[config.mk]
export PLATFORM = sky130hd
export DESIGN_NAME = sorted_list_insert_read_remove
export DESIGN_NICKNAME = d
export VERILOG_FILES = /design/src/rtl/slist_pkg.sv /design/src/rtl/slist_ctrl.sv /design/src/rtl/slist_dp.sv /design/src/rtl/sorted_list_insert_read_remove.sv
export SDC_FILE = /design/constraint.sdc
export NUM_CORES = 2
export LEC_CHECK = 0
export ABC_AREA = 1
export BUFFER_PORTS_ARGS = -buffer_cell sky130_fd_sc_hd__buf_2
export CELL_PAD_IN_SITES_DETAIL_PLACEMENT = 0
export CELL_PAD_IN_SITES_GLOBAL_PLACEMENT = 1
export CORE_UTILIZATION = 37
export CTS_BUF_LIST = sky130_fd_sc_hd__clkbuf_4
export DETAILED_ROUTE_END_ITERATION = 16
export PLACE_DENSITY = 0.65
export SYNTH_ARGS = -nofsm -noshare
export SYNTH_HDL_FRONTEND = slang
export SYNTH_SLANG_ARGS = --single-unit
[constraint.sdc]
create_clock -name clk -period 9 [get_ports clk]
set_clock_uncertainty 0.1 [all_clocks]
set_input_delay 1.35 -clock clk [delete_from_list [all_inputs] [get_ports clk]]
set_output_delay 1.35 -clock clk [all_outputs]
set_load 0.01 [all_outputs]
[src/rtl/slist_pkg.sv]
// ----------------------------------------------------------------------------
// slist_pkg
// Shared widths, codes and controller types of the sorted insertion list.
// ----------------------------------------------------------------------------
`default_nettype none

package slist_pkg;

  localparam int CAPACITY = 32;
  localparam int IDX_W    = $clog2(CAPACITY);
  localparam int CNT_W    = $clog2(CAPACITY + 1);

  localparam int MODE_W   = 2;
  localparam int DATA_W   = 32;
  localparam int POS_W    = 5;
  localparam int STAT_W   = 2;
  localparam int ECNT_W   = 6;

  localparam logic [MODE_W-1:0] MODE_INSERT = 2'd0;
  localparam logic [MODE_W-1:0] MODE_READ   = 2'd1;
  localparam logic [MODE_W-1:0] MODE_REMOVE = 2'd2;

  localparam logic [STAT_W-1:0] ST_OK    = 2'd0;
  localparam logic [STAT_W-1:0] ST_RANGE = 2'd1;
  localparam logic [STAT_W-1:0] ST_FULL  = 2'd2;

  typedef enum logic [1:0] {
    S_IDLE,
    S_EXEC,
    S_RESP
  } state_t;

  // commands from the controller to the datapath
  typedef struct packed {
    logic load;
    logic exec;
  } dp_cmd_t;

endpackage

`default_nettype wire

[src/rtl/slist_ctrl.sv]
// ----------------------------------------------------------------------------
// slist_ctrl
// Sequencer: takes a command, runs the execute state, shows the result beat.
// ----------------------------------------------------------------------------
`default_nettype none

module slist_ctrl
  import slist_pkg::*;
(
  input  wire logic    clk,
  input  wire logic    rst,
  input  wire logic    start,
  output logic         busy,
  output logic         done,
  output dp_cmd_t      cmd
);

  state_t state;
  state_t state_next;

  always_ff @(posedge clk) begin
    if (rst) begin
      state <= S_IDLE;
    end else begin
      state <= state_next;
    end
  end

  always_comb begin
    state_next = state;
    busy       = 1'b0;
    done       = 1'b0;
    cmd        = '0;
    case (state)
      S_IDLE: begin
        if (start) begin
          cmd.load   = 1'b1;
          state_next = S_EXEC;
        end
      end
      S_EXEC: begin
        busy       = 1'b1;
        cmd.exec   = 1'b1;
        state_next = S_RESP;
      end
      S_RESP: begin
        // result beat is out; the next command may come in alongside it
        done = 1'b1;
        if (start) begin
          cmd.load   = 1'b1;
          state_next = S_EXEC;
        end else begin
          state_next = S_IDLE;
        end
      end
      default: begin
        state_next = S_IDLE;
      end
    endcase
  end

endmodule

`default_nettype wire

[src/rtl/slist_dp.sv]
// ----------------------------------------------------------------------------
// slist_dp
// Row of compare-and-shift cells holding the sorted values, plus result regs.
// ----------------------------------------------------------------------------
`default_nettype none

module slist_dp
  import slist_pkg::*;
(
  input  wire logic                     clk,
  input  wire logic                     rst,
  input  wire dp_cmd_t                  cmd,
  input  wire logic        [MODE_W-1:0] mode,
  input  wire logic signed [DATA_W-1:0] value,
  input  wire logic        [POS_W-1:0]  position,
  output logic signed      [DATA_W-1:0] read_value,
  output logic             [STAT_W-1:0] status,
  output logic             [ECNT_W-1:0] entry_count
);

  logic        [MODE_W-1:0] mode_q;
  logic signed [DATA_W-1:0] value_q;
  logic        [POS_W-1:0]  position_q;

  logic signed [DATA_W-1:0] entries  [CAPACITY];
  logic signed [DATA_W-1:0] ins_data [CAPACITY];
  logic signed [DATA_W-1:0] rem_data [CAPACITY];
  logic        [CAPACITY-1:0] at_mask;
  logic        [CNT_W-1:0]  count;
  logic        [CNT_W-1:0]  count_next;

  logic                     pos_ok;
  logic                     full;
  logic                     do_ins;
  logic                     do_rem;
  logic        [STAT_W-1:0] status_next;
  logic signed [DATA_W-1:0] rd_next;

  always_ff @(posedge clk) begin
    if (cmd.load) begin
      mode_q     <= mode;
      value_q    <= value;
      position_q <= position;
    end
  end

  // per-cell compare; mask is set from the insert point upward
  genvar g;
  generate
    for (g = 0; g < CAPACITY; g++) begin : g_cell
      assign at_mask[g] = (CNT_W'(g) >= count) || (entries[g] >= value_q);
      if (g == 0) begin : g_first
        assign ins_data[g] = at_mask[g] ? value_q : entries[g];
      end else begin : g_rest
        assign ins_data[g] = !at_mask[g]    ? entries[g]   :
                             !at_mask[g-1]  ? value_q      : entries[g-1];
      end
      if (g == CAPACITY - 1) begin : g_last
        assign rem_data[g] = entries[g];
      end else begin : g_mid
        assign rem_data[g] = (IDX_W'(g) >= position_q[IDX_W-1:0]) ?
                             entries[g+1] : entries[g];
      end
    end
  endgenerate

  always_comb begin
    pos_ok      = CNT_W'(position_q) < count;
    full        = count >= CNT_W'(CAPACITY);
    do_ins      = 1'b0;
    do_rem      = 1'b0;
    status_next = ST_OK;
    rd_next     = '0;
    count_next  = count;
    case (mode_q)
      MODE_INSERT: begin
        if (full) begin
          status_next = ST_FULL;
        end else begin
          do_ins     = 1'b1;
          count_next = count + CNT_W'(1);
        end
      end
      MODE_READ: begin
        if (!pos_ok) begin
          status_next = ST_RANGE;
        end else begin
          rd_next = entries[position_q[IDX_W-1:0]];
        end
      end
      MODE_REMOVE: begin
        if (!pos_ok) begin
          status_next = ST_RANGE;
        end else begin
          do_rem     = 1'b1;
          count_next = count - CNT_W'(1);
        end
      end
      default: begin
        status_next = ST_OK;
      end
    endcase
  end

  always_ff @(posedge clk) begin
    if (cmd.exec) begin
      for (int i = 0; i < CAPACITY; i++) begin
        if (do_ins) begin
          entries[i] <= ins_data[i];
        end else if (do_rem) begin
          entries[i] <= rem_data[i];
        end
      end
      read_value  <= rd_next;
      status      <= status_next;
      entry_count <= ECNT_W'(count_next);
    end
  end

  always_ff @(posedge clk) begin
    if (rst) begin
      count <= '0;
    end else if (cmd.exec) begin
      count <= count_next;
    end
  end

endmodule

`default_nettype wire

[src/rtl/sorted_list_insert_read_remove.sv]
// ----------------------------------------------------------------------------
// sorted_list_insert_read_remove
// Ascending list of signed values with insert, read by position and remove.
// ----------------------------------------------------------------------------
// result strobe (done): raised in the result state, which follows the execute state
// commands: one at a time, set by the single execute state
//   of the cell row; a new command is taken in the cycle the result shows
// reset: synchronous; empties the list, contents are left as they were
// results cannot be stalled, done is high for exactly one cycle per command
`default_nettype none

module sorted_list_insert_read_remove
  import slist_pkg::*;
(
  input  wire logic                     clk,
  input  wire logic                     rst,
  input  wire logic                     start,
  output logic                          busy,
  input  wire logic        [MODE_W-1:0] mode,
  input  wire logic signed [DATA_W-1:0] value,
  input  wire logic        [POS_W-1:0]  position,
  output logic                          done,
  output logic signed      [DATA_W-1:0] read_value,
  output logic             [STAT_W-1:0] status,
  output logic             [ECNT_W-1:0] entry_count
);

  dp_cmd_t cmd;

  slist_ctrl u_ctrl (
    .clk   (clk),
    .rst   (rst),
    .start (start),
    .busy  (busy),
    .done  (done),
    .cmd   (cmd)
  );

  slist_dp u_dp (
    .clk         (clk),
    .rst         (rst),
    .cmd         (cmd),
    .mode        (mode),
    .value       (value),
    .position    (position),
    .read_value  (read_value),
    .status      (status),
    .entry_count (entry_count)
  );

  a_accept_exec: assert property (@(posedge clk) disable iff (rst)
    (start && !busy) |=> busy)
    else $error("accepted command did not enter execute");

  a_exec_done: assert property (@(posedge clk) disable iff (rst)
    busy |=> done)
    else $error("execute cycle not followed by result beat");

  a_full_count: assert property (@(posedge clk) disable iff (rst)
    (done && status == ST_FULL) |-> entry_count == ECNT_W'(CAPACITY))
    else $error("full status with list not at capacity");

  a_err_zero: assert property (@(posedge clk) disable iff (rst)
    (done && status != ST_OK) |-> read_value == '0)
    else $error("nonzero read value on failed command");

endmodule

`default_nettype wire
# After elaboration in Yosys (flattened, before gate mapping)
# Memory sizes are Yosys's and may differ from the RTL's. A register that Yosys moved wholly into a read port is not among the register bits.
# Index checks and enable logic that the tools add are counted.
# word_totals
reg_bits,55
output_inout_bits,42
memories,1
elab_cells,332
ramBits,1024
input_bits,42
# classes
n_addsub,2
n_mux,150
eq_ne,5
bitwise_logic,32
n_lt_le_gt_ge,97
reduce_logical,38
# memory_table
name,words,word_bits,read_ports,rd_ports_with_merged_regs,write_ports,line,rtl
u_dp.entries,32,32,33,1,32,slist_dp.sv:25,logic signed [DATA_W-1:0] entries [CAPACITY];
# ops
operator,n
$mux 32,126
$ge 32x32->1,32
$ge 5x6->1 const A,16
$ge 5x5->1 const A,15
$ge 4x6->1 const A,8
$ge 4x5->1 const A,8
$logic_or 1x1->1,32
$or 1x1->1,32
$ge 3x6->1 const A,4
$ge 3x5->1 const A,4
$mux 1,17
$ge 1x6->1 const A,2
$ge 2x6->1 const A,2
$mux 6,2
$pmux 6 s2,1
$ge 1x5->1 const A,2
$ge 2x5->1 const A,2
$add 6x1->6 const B,1
$ge 6x6->1 const B,1
$lt 5x6->1,1
$pmux 2 s3,1
$sub 6x1->6 const B,1
$eq 2x1->1 const B,2
$eq 2x2->1 const B,2
other kinds (7),10

# Logic depth before layout (Yosys ltp)
# depth
depth_word,8
ltp_mapped,19
mapped_depth_nobuf,18

# Modules after synthesis
# Synthesis repeated with hierarchy kept, for this count alone.
# unflattened
cells_unflattened,13150
area_unflattened_um2,95237.6
# by_module_without_submodules
module,area_per_inst_um2,cells_per_inst,instances
slist_dp,95156.3,13138,1
slist_ctrl,81.3,12,1

# Worst setup path after synthesis
# No wires, ideal clock.
# synth_timing
path_kind,register to register
from,register u_dp.value_q[31] (netlist name)
to,memory u_dp.entries[2][0] (enable)
t_arrival_ns,4.566
period_less_slack_ns,5.098
t_required_ns,8.468
setup_slack_ns,3.902
setup_time_ns,0.432
path_stages_with_launch,13
path_cell_list,edfxtp_1 > inv_1 > clkbuf_1 > ha_1 > a21oi_1 > o21a_1 > nand2_1 > a21oi_1 > nand3_1 > nand3_1 > buf_2 > nand2_1 > a21oi_1
# synth_lines
element,line
"end, declared",slist_dp.sv:25

==> results.toml <==
[floorplanning]
die-width_um = 508
fp.dieArea_mm2 = 0.258
initial_core_util = 0.373
die_h_um = 508
coreArea_mm2 = 0.254
core.rowCount = 185
io-pin-count = 84

[yosys]
post-synth-top-area-cell = "sky130_fd_sc_hd__edfxtp_1"
synth.distinct_cells = 52
synth_sequential_area_ratio = 0.351
postSynthAreaPerCell_um2 = 7.32
ys_seq_elements = 1111
synthDominantCellAreaShare = 0.349
yosys_most_used_dff = "sky130_fd_sc_hd__edfxtp_1"
syn_nets = 14000
synth_area_mm2 = 0.0948
synth-warning-count = 0
netlist_top_cells_area = "sky130_fd_sc_hd__edfxtp_1 (35%), sky130_fd_sc_hd__nand2_1 (17%), sky130_fd_sc_hd__ha_1 (13%)"
number_of_enable_type_register_cells_in_the_synthesized_netlist = 1103
postSynth.asyncResetShare = 0
synthCells = 12900

[clocking]
clockBufferDepth = 4
cts_inserted_buffers = 356
clkSinkCount = 1111
h-tree-depth = 5
post_cts_buffers = 0
cts.reportedPaths.clkPinSlew_ns = 0.07
clock_insertion_delay_worst_skew_ns = 1.45
cts_tree = "done"
cts_root_buf = "sky130_fd_sc_hd__clkbuf_4"

[timing]
whs_ns = 0.109
slew_viol_final = 2
slew-limit-headroom = -0.0173
timing.final.setup_violations = 0
rsz0062_at_grt = "no"
pin_slew_with_the_least_headroom_to_its_limit_ns = 1.51
achievable-frequency_mhz = 186
period_minus_slack_ns = 5.38
final_hold_viol_count = 0
setup_tns_ns = 0
min_period_over_period = 0.598

[route]
drtAntennaViolNets = 0
post-route-drc-count = 0
drc_marker_count_from_the_first_detailed_route_iteration = 13000
dr_total_vias = 99700
avgRoutedWirePerCell_um = 29.5
first_pass_iters = 6
finalWirelength_um = 485000
routed_via_density = 6.05

[global_routing]
wire_length_of_the_first_global_routing_pass_um = 690000
all_layer_gr_usage = 0.365
grt_start_max_net_pins = 192
antenna_found_initial = 26
grt_overflow_total = 0
first_global_vias = 92800

[setup_path]
worstPathRequired_ns = 9.85
worstSetupStartpointType = "flop"
arrival_time_reported_for_the_critical_path_endpoint_ns = 6.24
largest_fanout_of_any_net_on_the_critical_path = 33
critical_path.endpoint_type = "flop"
setup.worst_path.class = "reg -> reg"

[cells_and_area]
post_route_cells_drive_above_1_share = 0.0824
layout-area-overhead-vs-synth_pct = 8.81
multi_input_area_mm2 = 0.0529
stdcell_count = 16500
fill_cells = 26700
stdcell_area_mm2 = 0.103
nets = 13900
layout.core_utilization = 0.405
seqCellArea_mm2 = 0.0333

[run_status]
status = "complete, but fails checks"
violations_in_the_final_reports = "max-capacitance violations, max-slew violations"

[worst_hold_path]
holdCritPathClass = "in -> reg"

[power_and_ir_drop]
peakVddDrop_mv = 0.102
power_per_cell_area_mw_per_mm2 = 151
p_leak_nw = 48.7

[placed_design]
global_placement_routability_congestion = 0.969
place_area_mm2 = 0.0984
final_hpwl_from_detailed_placement_um = 347000
port_buffers = 83
post-place-cells = 15800

[flow_run]
timing.max_cap.violations = 1
## per-layer routing
| layer | vias to the layer above | wire [um] | GRT usage |
|---|---|---|---|
| li1 | 44600 | - | - |
| met1 | 48200 | 207000 | 0.512 |
| met2 | 5968 | 198000 | 0.517 |
| met3 | 929 | 53600 | 0.0879 |
| met4 | 14 | 26500 | 0.181 |
| met5 | - | 95 | 0 |
## state kept, by name, summed over array words and instances, names as in the netlist
signal	flops
u_dp.status	2
u_dp.read_value	32
u_dp.entry_count	6
u_ctrl.state	2
u_dp.count	6
u_dp.position_q	5
u_dp.value_q	32
u_dp.mode_q	2
u_dp.entries	1024
## kinds of logic after synthesis
group / after synthesis / synth area share
AOI/OAI and AO/OA: 1585 / 0.0970
xor gates and xnor gates: 1 / 0.0000924
adders and majority gates: 1005 / 0.133
buffers and inverters: 2208 / 0.0939
DFF: 1111 / 0.351
and+or+nand+nor: 7037 / 0.325
## cell type report
cell class	instances	area share
Inverter	1334	0.0495
Timing Repair Buffer	402	0.0296
Multi-Input combinational cell	9628	0.513
Antenna cell	19	0.000461
Clock inverter	102	0.00677
Tap cell	3366	0.0408
Sequential cell	1111	0.323
Clock buffer	515	0.0375
## Yosys cell counts (all sizes together) (31+ instances only)
master	count
nand2	4361
o22ai	39
nor2	389
buf	357
o221ai	181
a21o	31
a21oi	733
nand4	1047
nor4	32
edfxtp	1103
nand3	1179
ha	1005
o21ai	435
a211oi	42
o21a	63
inv	1333
clkbuf	517
## worst max-delay path: stages (launching register included)
cell and delay [ns]:
sky130_fd_sc_hd__edfxtp_1 0.43, sky130_fd_sc_hd__inv_4 0.52, sky130_fd_sc_hd__buf_4 0.59, sky130_fd_sc_hd__ha_1 0.33
sky130_fd_sc_hd__nand2_1 0.06, sky130_fd_sc_hd__inv_1 0.05, sky130_fd_sc_hd__nand2_1 0.06, sky130_fd_sc_hd__nand2_1 0.05
sky130_fd_sc_hd__nand2_1 0.05, sky130_fd_sc_hd__nand2_1 0.10, sky130_fd_sc_hd__nand2_1 0.08, sky130_fd_sc_hd__nand2_1 0.06
sky130_fd_sc_hd__nand2_1 0.11, sky130_fd_sc_hd__nand3_2 0.67, sky130_fd_sc_hd__nand3_2 0.96, sky130_fd_sc_hd__o21ai_1 0.11
sky130_fd_sc_hd__inv_1 0.08, sky130_fd_sc_hd__buf_4 0.43
## path summary, 6_finish.rpt
kind / startpoint / endpoint / slack, ns / cells after the start
setup / recovery: u_dp.value_q[2]$_DFFE_PP_ / u_dp.entries[21][17]$_DFFE_PP_ / 3.62 / 17
hold / removal: value[18] / u_dp.value_q[18]$_DFFE_PP_ / 0.11 / 1
setup reg to reg: u_dp.value_q[2]$_DFFE_PP_ / u_dp.entries[21][17]$_DFFE_PP_ / 3.62 / 17
hold reg to reg: u_dp.entries[21][0]$_DFFE_PP_ / u_dp.entries[20][0]$_DFFE_PP_ / 0.38 / 2
## cell usage in the layout, fill, tap and decap left out, types with 6 or more instances in the layout
cell type | Yosys | final
sky130_fd_sc_hd__nor4_2 | 22 | 22
sky130_fd_sc_hd__o221ai_1 | 181 | 181
sky130_fd_sc_hd__ha_1 | 1005 | 1005
sky130_fd_sc_hd__o21bai_1 | 6 | 6
sky130_fd_sc_hd__buf_12 | 0 | 16
sky130_fd_sc_hd__a21o_1 | 31 | 31
sky130_fd_sc_hd__bufinv_16 | 0 | 10
sky130_fd_sc_hd__clkbuf_4 | 1 | 515
sky130_fd_sc_hd__nand4_1 | 1047 | 1047
sky130_fd_sc_hd__buf_2 | 230 | 83
sky130_fd_sc_hd__inv_1 | 1316 | 1277
sky130_fd_sc_hd__nor4_1 | 10 | 10
sky130_fd_sc_hd__nand2_1 | 4358 | 4348
sky130_fd_sc_hd__o211ai_1 | 24 | 24
sky130_fd_sc_hd__o21a_1 | 63 | 63
sky130_fd_sc_hd__nand3_1 | 1176 | 1170
sky130_fd_sc_hd__nand2_2 | 2 | 10
sky130_fd_sc_hd__buf_4 | 81 | 287
sky130_fd_sc_hd__o21ai_1 | 34 | 38
sky130_fd_sc_hd__o21ai_0 | 401 | 397
sky130_fd_sc_hd__nor3_1 | 20 | 20
sky130_fd_sc_hd__clkinv_1 | 1 | 76
sky130_fd_sc_hd__a21oi_4 | 0 | 6
sky130_fd_sc_hd__a211oi_1 | 42 | 40
sky130_fd_sc_hd__a31oi_1 | 12 | 10
sky130_fd_sc_hd__a21oi_1 | 728 | 706
sky130_fd_sc_hd__a21oi_2 | 5 | 21
sky130_fd_sc_hd__diode_2 | 0 | 19
sky130_fd_sc_hd__dfxtp_1 | 8 | 8
sky130_fd_sc_hd__nand3_2 | 3 | 9
sky130_fd_sc_hd__edfxtp_1 | 1103 | 1103
sky130_fd_sc_hd__nor2_1 | 384 | 379
sky130_fd_sc_hd__dlygate4sd3_1 | 0 | 16
sky130_fd_sc_hd__clkinv_2 | 0 | 6
sky130_fd_sc_hd__o22ai_1 | 39 | 39
sky130_fd_sc_hd__inv_2 | 17 | 23
sky130_fd_sc_hd__inv_4 | 0 | 32
## repair_timing
item                                    CTS  global route
hold buffers                             16             0
endpoints found under the hold margin    16             0
gates resized for setup                   0             0
endpoints found under the setup margin    0             0
## metrics by stage
step,setup slack [ns],power (mW)
floorplan,3.90,8.34
global placement,3.53,9.82
detailed placement,3.55,9.86
CTS,3.44,15.5
global route,3.48,16.1
finish,3.62,15.6
## report_power, final
group | internal, mW | switching (mW) | leakage, nW
sequential | 5.96 | 0.195 | 10.1
combinational | 0.960 | 2.77 | 35.9
clock | 2.89 | 2.79 | 2.68
Power figures use the tool's default switching activity.
